==> config.mk <==
export PLATFORM = sky130hd
export DESIGN_NAME = stwe_front
export DESIGN_NICKNAME = d
export VERILOG_FILES = /design/src/sv/sliding_time_window_evaluator_core_assert.svh /design/src/sv/stwe_pkg.sv /design/src/sv/stwe_front.sv
export SDC_FILE = /design/constraint.sdc
export NUM_CORES = 1
export LEC_CHECK = 0
export BUFFER_PORTS_ARGS = -buffer_cell sky130_fd_sc_hd__buf_4
export CORE_MARGIN = 2
export CORE_UTILIZATION = 55
export DETAILED_ROUTE_END_ITERATION = 8
export PLACE_DENSITY = 0.83
export SYNTH_ARGS = -nofsm -noshare
export SYNTH_HDL_FRONTEND = slang
export SYNTH_SLANG_ARGS = --single-unit
==> constraint.sdc <==
create_clock -name clk -period 7 [get_ports clk]
set_input_delay 0.35 -clock clk [delete_from_list [all_inputs] [get_ports clk]]
set_output_delay 0.35 -clock clk [all_outputs]
set_load 0.03 [all_outputs]
==> src/sv/sliding_time_window_evaluator_core_assert.svh <==
// Assertion macros for the sliding time window evaluator.
// Used by the top level; expects clk and arst_n in scope.
`ifndef SLIDING_TIME_WINDOW_EVALUATOR_CORE_ASSERT_SVH
`define SLIDING_TIME_WINDOW_EVALUATOR_CORE_ASSERT_SVH

// Checked only while out of reset.
`define STWE_ASSERT_RUN(lbl, prop, msg) \
	lbl: assert property (@(posedge clk) disable iff (!arst_n) prop) else $error(msg);

// Checked at every clock edge, also during reset.
`define STWE_ASSERT_ALL(lbl, prop, msg) \
	lbl: assert property (@(posedge clk) prop) else $error(msg);

`endif

==> src/sv/stwe_pkg.sv <==
// Shared types and constants of the sliding time window evaluator.
// No dependencies.
package stwe_pkg;

	localparam int STWE_MAX_POINTS = 64;
	localparam int STWE_MERGE_COUNT_BITS = 16;

	localparam int VALUE_W = 32;
	localparam int TIME_W = 48;
	localparam int CFG_W = 32;
	localparam int REG_IDX_W = 2;

	localparam logic [REG_IDX_W-1:0] REG_WINDOW = 2'd0;
	localparam logic [REG_IDX_W-1:0] REG_BIN = 2'd1;
	localparam logic [REG_IDX_W-1:0] REG_MODE = 2'd2;

	localparam logic [1:0] MODE_PLAIN = 2'd0;
	localparam logic [1:0] MODE_TWA = 2'd1;
	localparam logic [1:0] MODE_MAX = 2'd2;

	localparam logic [CFG_W-1:0] WINDOW_RESET = 32'd300000000;
	localparam logic [CFG_W-1:0] BIN_RESET = 32'd10000000;
	localparam logic [1:0] MODE_RESET = MODE_TWA;

	localparam int DIV_NUM_W = 66;
	localparam int DIV_DEN_W = 33;

	typedef struct packed {
		logic signed [VALUE_W-1:0] value;
		logic [TIME_W-1:0] time_us;
	} sample_t;

endpackage

==> src/sv/stwe_front.sv <==
// Input side of the evaluator: a two-entry sample queue.
// Depends on stwe_pkg.
module stwe_front import stwe_pkg::*; (
	input logic clk,
	input logic arst_n,
	input logic push,
	output logic full,
	input sample_t in_sample,
	output logic out_valid,
	input logic take,
	output sample_t out_sample
);

	sample_t buf_q [2];
	logic wr_ptr_q;
	logic rd_ptr_q;
	logic [1:0] cnt_q;
	logic do_push;
	logic do_take;

	assign full = (cnt_q == 2'd2);
	assign out_valid = (cnt_q != 2'd0);
	assign out_sample = buf_q[rd_ptr_q];
	assign do_push = push && !full;
	assign do_take = take && out_valid;

	always_ff @(posedge clk) begin
		if (do_push) begin
			buf_q[wr_ptr_q] <= in_sample;
		end
	end

	always_ff @(posedge clk or negedge arst_n) begin
		if (!arst_n) begin
			wr_ptr_q <= 1'b0;
			rd_ptr_q <= 1'b0;
			cnt_q <= 2'd0;
		end else begin
			if (do_push) begin
				wr_ptr_q <= ~wr_ptr_q;
			end
			if (do_take) begin
				rd_ptr_q <= ~rd_ptr_q;
			end
			if (do_push && !do_take) begin
				cnt_q <= cnt_q + 2'd1;
			end else if (!do_push && do_take) begin
				cnt_q <= cnt_q - 2'd1;
			end
		end
	end

endmodule

==> reports/metrics.cfg, run 1 <==
[finish]
n_fill_cell = 695
nets = 531
area_growth_pct = 28.9
n_antenna_cell = 0
fin_area_um2 = 8210
drive_gt1_frac = 0.617
final-seq-area_um2 = 4910
multiInputGateArea_um2 = 1300

[placement]
port-buffer-count = 165
postPlaceCellArea_um2 = 7650
gp_congestion = 0.739
dp_hpwl_um = 7050

[clock_network]
cts-root-buf = clkbuf_16
htree_levels = 4
clock_path_buffers = 2
cts.clk_slew.worst_paths_ns = 0.06
clk_latency_ns = 0.41
cts_sinks = 164
cts_buffers = 17
cts_setup_buffers = 0
cts_tree = built

[logic_synthesis]
yosysTopAreaCell = edfxtp_1
yosys.area_share.adder = 0.00196
synthMuxAreaShare = 0.188
yosys_warnings = 0
synth_seq_cells = 164
synth_compound_area_frac = 0
synth-xor-area-share = 0.00687
synth_top_family_by_area = multiplexers
yosys.cell_types.count = 16
synth_top_area_frac = 0.754
syn-instance-count = 268
synth.avg_cell_area_um2 = 23.8
yosysSeqAreaShare = 0.770
syn-cell-area_um2 = 6370
synth_nets = 353
yosys.area_share.simple = 0.00569
ys_top_cells_by_area = edfxtp_1 (75%), mux2_4 (19%), buf_12 (2.5%)

[hold_path]
hp-start = in_sample[14]
min_path_type = in -> reg

[critical_path]
critPathCaptureType = output pin
required_ns = 6.65
critPathMaxFanout = 56
crit_type = reg -> out
worstRegToRegCells = 4
start_kind = register
crit_arrival_ns = 2.62
worstSetupEndpoint = out_sample[7]
r2r-end = buf_q[0][67]
timing.rr.start = cnt_q[0]
crit_start = rd_ptr_q
regToRegSetupSlack_ns = 4.38

[sta]
max_freq_ghz = 0.336
max_slew.worst_pin.slew_ns = 1.11
drv_slew = 0
slew_headroom = 0.260
finalClockSkew_ns = 0.00938
fin_tns_setup_ns = 0
period_needed_ns = 2.97
finalCritPeriodShare = 0.425
rsz0062_at_grt = no
hold_viol = 0
finalSetupViolations = 0

[power]
vdd_drop_max_uv = 445
p_leak_nw = 3.32
p_per_area_nw_per_um2 = 463

[floorplanning]
initial_core_util = 0.561
num_rows = 39
die_x_um = 112
fp.dieArea_um2 = 12500
fp.dieH_um = 112
core_um2 = 11400
ioPinCount = 166

[run_status]
outcome = complete, no violations

[routing]
wl_um = 10700
wl_per_cell_um = 17.7
drt_iter0_drc = 146
drtPass1Iterations = 5
drc = 0
viasPerCell = 5.03
ant_nets = 0
vias = 3028

[global_route]
grtUsageTotal = 0.176
overflow = 0
grt_pass1_vias = 3169
grt_antenna_before_repair = 0
grt_pass1_wl_um = 16400
grt_max_degree = 81

[flow_run]
drv_cap = 0

==> metal layers <==
| layer | share of wire | global-route usage | wire length (um) | vias up |
|---|---|---|---|---|
| li1 | - | - | - | 1416 |
| met1 | 0.39 | 0.215 | 4200 | 1461 |
| met2 | 0.51 | 0.287 | 5410 | 130 |
| met3 | 0.077 | 0.0615 | 820 | 21 |
| met4 | 0.021 | 0.0798 | 226 | 0 |
| met5 | 0 | 0 | 0 | - |
==> report_power, final <==
group	internal [mW]	leakage [nW]	switching, mW
clock	0.491	0.276	0.364
combinational	0.671	1.52	0.832
sequential	1.35	1.53	0.0997
total	2.51	3.32	1.30
==> cell usage in the layout (no fill, tap or decap), drive strengths merged <==
cell type / netlist / layout
and3: 1 / 1
buf: 9 / 167
bufinv: 0 / 1
clkbuf: 0 / 17
clkinv: 0 / 8
clkinvlp: 0 / 1
dfrtp: 4 / 4
dlygate4sd3: 0 / 1
edfxtp: 160 / 160
ha: 1 / 1
inv: 2 / 7
mux2: 80 / 80
nand2: 2 / 2
nand2b: 1 / 1
nor2: 2 / 2
or2: 1 / 1
xnor2: 3 / 3
xor2: 2 / 2
==> registers in the layout, indices dropped and copies added, names as in the netlist <==
signal	cells
cnt_q	2
wr_ptr_q	1
rd_ptr_q	1
buf_q	160
==> how the worst min path moves through the flow <==
stage / to / slack (ns) / depth (start not counted)
floorplan: cnt_q[0] / 0.05 / 0
CTS: buf_q[0][42] / 0.1 / 1
detailed placement: cnt_q[1] / 0.15 / 1
global placement: cnt_q[0] / 0.15 / 1
finish: buf_q[0][14] / 0.12 / 1
global route: buf_q[0][70] / 0.1 / 1
==> worst max-delay path: stages, from the launching register on <==
cell and delay, ns:
dfrtp_4 0.74, buf_4 0.88, mux2_4 0.36, buf_4 0.17
==> synthesized netlist by cell type <==
cell type  instances
xor2_1             2
dfrtp_1            4
mux2_2             1
edfxtp_1         160
nand2_2            1
buf_6              1
xnor2_1            3
mux2_4            79
and3_1             1
or2_2              1
ha_1               1
buf_12             8
nor2_1             2
inv_1              2
nand2_1            1
nand2b_1           1
==> cell families after synthesis <==
group | count (synthesis)
flops | 164
mux | 80
buf+inv | 11
simple gates | 7
xor+xnor | 5
fa+ha+maj | 1
==> final cells by class <==
| cell class | count | share of cell area |
|---|---|---|
| Inverter | 2 | 0.000914 |
| Timing Repair Buffer | 168 | 0.154 |
| Clock buffer | 17 | 0.0518 |
| Tap cell | 143 | 0.0218 |
| Multi-Input combinational cell | 93 | 0.159 |
| Clock inverter | 15 | 0.0155 |
| Sequential cell | 164 | 0.598 |
==> per-stage QoR <==
stage,std cells,total power [mW],worst slack [ns],utilization,hold slack [ns]
6_report,602,3.81,4.03,0.722,0.120
5_1_grt,602,3.96,3.90,0.722,0.0999
4_1_cts,602,3.85,3.99,0.722,0.0996
3_5_place_dp,569,2.99,4.33,0.673,0.151
3_3_place_gp,569,2.95,4.45,0.673,0.147
2_1_floorplan,268,2.61,2.52,-,0.0544
==> timing repair <==
action / 4_1_cts / 5_1_grt
resized for setup: 0 / 0
hold buffers: 1 / 0
endpoints found under the hold margin: 4 / 0
(Power assumes the default switching activity.)
==> run 2: changes to the inputs <==
Settings changed: ABC_AREA set to 1, CORE_UTILIZATION 55 to 52, PLACE_DENSITY 0.83 to 0.79.
Clock period 7 ns to 3.1 ns, I/O delays scaled along.
==> run 2 against run 1 <==
  * Global-route usage increased by 4.4 points
  * Final area increased by 7.0%
  * Critical path depth increased by 1
  * Power increased by 130%
  * Combinational power increased by 140%
  * Register-to-register slack got worse by 3.3 ns
  * Non-clock buffer count increased by 83
  * Core utilization increased by 4.8 points
  * Clock-buffer cell count increased by 1
  * Synthesized area decreased by 4.6%
  * Critical endpoint is now out_sample[30]
  * Highest routed layer unchanged
==> reports/metrics.cfg, run 2 <==
[logic_synthesis]
synth_commonest_cells = nand2_1 (250), edfxtp_1 (160), buf_6 (8)
synth_nets = 534
synth.avg_cell_area_um2 = 13.5
yosys.cell_types.count = 16
synth_top_family_by_area = simple AND/OR/NAND/NOR gates
ys_top_cells_by_area = edfxtp_1 (79%), nand2_1 (15%), dfrtp_1 (1.6%)
yosys_warnings = 0
synth-xor-area-share = 0.00144
synth_top_flop_cell = edfxtp_1
yosysMostFrequentCell = nand2_1
async_flop_share = 0.0244
yosysSeqAreaShare = 0.807
yosys.area_share.simple = 0.160
synth_seq_cells = 164
yosysTopAreaCell = edfxtp_1
synth_top_area_frac = 0.790
syn-instance-count = 449
syn-cell-area_um2 = 6080
yosys.area_share.adder = 0.00206
synth_compound_area_frac = 0.000823
synth-edff-count = 160
synthMuxAreaShare = 0

[power]
p_per_area_nw_per_um2 = 989
switching_share = 0.388
power_mw = 8.70
vdd_drop_max_uv = 581
p_leak_nw = 3.76
seqPwrFrac = 0.368
p_int_mw = 5.32
p_clk_frac = 0.224
switchingPower_mw = 3.37
power_frac_comb = 0.409

[routing]
drtPass1Iterations = 4
vias = 4216
viasPerCell = 4.92
ant_nets = 0
wl_um = 13500
drc = 0
wl_per_cell_um = 15.7
drt_iter0_drc = 218

[placement]
dp_cells = 744
preCtsSetupSlack_ns = 1.11
gp_congestion = 0.770
port-buffer-count = 165
dp_hpwl_um = 7370

[sta]
fin_tns_setup_ns = 0
slew_headroom = 0.570
finalCritPeriodShare = 0.750
max_slew.worst_pin.slew_ns = 0.645
finalClockSkew_ns = 0.00738
finalSetupViolations = 0
period_needed_ns = 2.32
fin_ws_ns = 0.776
max_freq_ghz = 0.430
hold_viol = 0
drv_slew = 0
rsz0062_at_grt = no

[hold_path]
min_path_type = in -> async

[clock_network]
cts_buffers = 17
cts_sinks = 164
cts-root-buf = clkbuf_16
htree_levels = 4
clk_latency_ns = 0.41
cts.clk_slew.worst_paths_ns = 0.06
cts_setup_buffers = 0
cts_tree = built
clock_path_buffers = 2

[critical_path]
crit_type = reg -> out
crit_family = buffers and inverters
crit_slowest_cell = dfrtp_2
required_ns = 2.94
critPathMaxStageDelay_ns = 0.71
crit_arrival_ns = 2.17
start_kind = register
critPathMaxFanout = 56
crit_buf_inv = 2
worstPathCellList = buf_4 -> nand2_1 -> nand2_1 -> buf_4
critPathCaptureType = output pin

[global_route]
overflow = 0
grt_pass1_vias = 4422
grtUsageTotal = 0.221
grt_max_degree = 82
grt_pass1_wl_um = 21100
grt_antenna_before_repair = 1

[finish]
drive_gt1_frac = 0.282
final_common_cell = nand2_1
layout_common_cells = nand2_1 (250), buf_4 (167), edfxtp_1 (160)
top_regs = buf_q: 160 flops, cnt_q: 2 flops
largest_reg_flops = 160
instances_no_fill = 857
nets = 787
finish.utilization = 0.770
area_growth_pct = 44.6
regMostFlops = buf_q

[floorplanning]
die_x_um = 112
initial_core_util = 0.533
fp.dieArea_um2 = 12600
ioPinCount = 166
fp.dieH_um = 112
num_rows = 39
core_um2 = 11400

[flow_run]
drv_cap = 0

[run_status]
outcome = complete, no violations

## run 2: cell count changes after synthesis, moves of 5 or more
cell,previous run,this run
mux2_4,79,0
buf_2,0,7
buf_6,1,8
buf_12,8,0
nand2_1,1,250
inv_1,2,7
## run 2: power by group through the flow
stage	Combinational, mW	Sequential (mW)	Clock [mW]
6_report	3.55	3.20	1.94
5_1_grt	3.81	3.24	2.05
4_1_cts	3.55	3.20	1.96
3_5_place_dp	3.45	3.24	0
3_3_place_gp	3.40	3.22	0
2_1_floorplan	2.30	3.18	0
## run 2: path summary, 6_finish.rpt
check / startpoint / end / slack, ns / cells past startpoint
hold reg to reg: cnt_q[1] / cnt_q[1] / 0.47 / 2
setup reg to reg: cnt_q[0] / buf_q[0][1] / 1.13 / 5
hold / removal: arst_n / cnt_q[1] / 0.07 / 2
min in group clk: push / wr_ptr_q / 0.15 / 5
max in group asynchronous: arst_n / rd_ptr_q / 2.92 / 2
setup / recovery: rd_ptr_q / out_sample[30] / 0.78 / 4
## run 2: cell type report
class	count	area, um^2
fillers	645	2630
repair buffers	251	2110
well taps	143	179
clock buffers	18	429
multi-input cells	260	1010
diodes	1	2.50
inverters	8	36.3
flip-flops and latches	164	4910
clock inverters	12	116
## run 2: stage by stage
step / hold WS [ns] / area [um^2]
after global placement: -0.0467 / 7420
final: 0.0725 / 8790
after floorplan: -0.141 / 6090
after CTS: 0.0625 / 8790
after detailed placement: -0.0453 / 7420
after global routing: 0.0734 / 8790
## run 2: routing by layer
layer,part of all wire,track usage,vias to the layer above
li1,-,-,2012
met1,0.38,0.247,1990
met2,0.53,0.396,179
met3,0.065,0.0562,35
met4,0.025,0.105,0
met5,0,0,-
## run 2: repair_timing
item | 4_1_cts | 5_1_grt
hold endpoints to repair | 165 | 0
gates resized for setup | 0 | 0
hold buffers | 82 | 0
## run 2: cells by family after synthesis
| family | after synthesis |
|---|---|
| AOI/OAI and AO/OA | 1 |
| xor gates and xnor gates | 1 |
| adders and majority gates | 1 |
| buffers and inverters | 25 |
| DFF | 164 |
| and+or+nand+nor | 257 |
==> run 3: changes to the inputs <==
Settings changed: ABC_AREA 1 to 0.
Clock period 3.1 ns to 2.3 ns, I/O delays scaled along.
==> run 3 against run 2 <==
  * Clock-buffer cell count rose by 3
  * Worst hold slack got worse by 0.034 ns
  * Final area rose by 3.6%
  * Clock skew fell by 0.00056 ns
  * Core utilization fell by 1.2 points
  * Non-clock buffer count rose by 2
  * Power rose by 36%
  * Setup slack got worse by 0.52 ns
  * Wire length fell by 13%
  * Clock power rose by 35%
  * Critical path depth fell by 1
  * Critical endpoint is now out_sample[0]
  * Largest power group unchanged
==> reports/metrics.cfg, run 3 (synthesized netlist as in run 1, its figures left out) <==
[finish]
regMostFlops = buf_q
nets = 616
drive_gt1_frac = 0.520
n_antenna_cell = 0
instances_no_fill = 689
layout_common_cells = buf_4 (167), edfxtp_1 (160), dlygate4sd3_1 (82)
fin_area_um2 = 9110
area_growth_pct = 42.9
top_regs = buf_q: 160 flops, cnt_q: 2 flops
final_common_cell = buf_4
largest_reg_flops = 160
n_fill_cell = 697

[global_route]
overflow = 0
grtUsageTotal = 0.183
grt_use_met3 = 0.0566
grt_pass1_wl_um = 17700
grt_pass1_vias = 3551
grt_max_degree = 50
met1_usage = 0.207
grt.busiest_layer = met2
grt_use_met2 = 0.322
grt_antenna_before_repair = 0

[clock_network]
clk_latency_ns = 0.41
cts_sinks = 164
cts_tree = built
cts-root-buf = clkbuf_16
cts_buffers = 17
clock_path_buffers = 2
htree_levels = 4
cts_setup_buffers = 0
cts.clk_slew.worst_paths_ns = 0.06

[floorplanning]
die_x_um = 115
fp.dieH_um = 115
fp.dieArea_um2 = 13200
initial_core_util = 0.531
core_um2 = 12000
ioPinCount = 166
num_rows = 40

[routing]
drc = 0
wl_um = 11800
drt_iter0_drc = 169
drtPass1Iterations = 5
wl_per_cell_um = 17.1
ant_nets = 0
viasPerCell = 4.81
vias = 3317

[sta]
max_slew.worst_pin.slew_ns = 0.435
drv_slew = 0
finalSetupViolations = 0
period_needed_ns = 2.05
hold_viol = 0
finalClockSkew_ns = 0.00682
finalCritPeriodShare = 0.889
fin_tns_setup_ns = 0
rsz0062_at_grt = no
max_freq_ghz = 0.489
slew_headroom = 0.710

[critical_path]
regToRegSetupSlack_ns = 0.69
r2r-end = buf_q[0][24]
worstRegToRegCells = 4
crit_arrival_ns = 1.93
crit_type = reg -> out
required_ns = 2.18
critPathCaptureType = output pin
timing.rr.start = cnt_q[0]
critPathMaxFanout = 37
start_kind = register

[power]
p_per_area_nw_per_um2 = 1290
vdd_drop_max_uv = 823
p_leak_nw = 3.69

[run_status]
outcome = complete, no violations

[placement]
dp_cells = 577
dp_hpwl_um = 7010
gp_congestion = 0.711
port-buffer-count = 165
postPlaceCellArea_um2 = 7740

[flow_run]
drv_cap = 0

[hold_path]
min_path_type = in -> async

-- run 3: timing repair --
action,4_1_cts,5_1_grt
setup endpoints to repair,0,0
resized for setup,0,0
endpoints found under the hold margin,165,0
hold buffers,82,0
-- run 3: area by class of cell --
class | instances | area, um^2 | share of cell area
sequential | 164 | 4910 | 0.539
timing repair buffer | 253 | 2150 | 0.237
multi-input combinational | 93 | 1300 | 0.143
clock buffer | 21 | 440 | 0.0484
tap | 147 | 184 | 0.0202
clock inverter | 9 | 109 | 0.0120
inverter | 2 | 7.51 | 0.000824
-- run 3: routing by layer --
| metal | routed length, um | vias up |
|---|---|---|
| li1 | - | 1578 |
| met1 | 4720 | 1605 |
| met2 | 6220 | 116 |
| met3 | 646 | 18 |
| met4 | 198 | 0 |
| met5 | 0 | - |
-- run 3: worst max-delay path: stages, from the launching register on --
cell and delay (ns):
dfrtp_4 0.67, buf_12 0.32, mux2_4 0.34, buf_4 0.17
-- run 3: worst max-delay path by stage --
stage | start | to | slack, ns | cells after the start
final | rd_ptr_q | out_sample[0] | 0.25 | 3
after global routing | rd_ptr_q | out_sample[14] | 0.17 | 3
after CTS | rd_ptr_q | out_sample[18] | 0.23 | 3
after detailed placement | rd_ptr_q | out_sample[18] | 0.67 | 3
after global placement | rd_ptr_q | out_sample[75] | 0.67 | 3
after floorplan | cnt_q[0] | buf_q[0][0] | 0.05 | 3
-- run 3: metrics by stage --
stage / total power [mW] / hold WS (ns) / util / setup slack, ns
detailed placement: 9.15 / -0.0844 / 0.644 / 0.669
finish: 11.8 / 0.0389 / 0.758 / 0.254
global placement: 9.07 / -0.0881 / 0.644 / 0.674
CTS: 11.9 / 0.0234 / 0.758 / 0.227
floorplan: 7.90 / -0.181 / - / 0.0451
global route: 12.3 / 0.0481 / 0.758 / 0.175
-- run 3: report_power, final --
group | switching [mW] | internal (mW) | total [mW]
Combinational | 2.60 | 2.21 | 4.81
Clock | 1.03 | 1.58 | 2.61
Sequential | 0.275 | 4.09 | 4.37
Total | 3.90 | 7.89 | 11.8
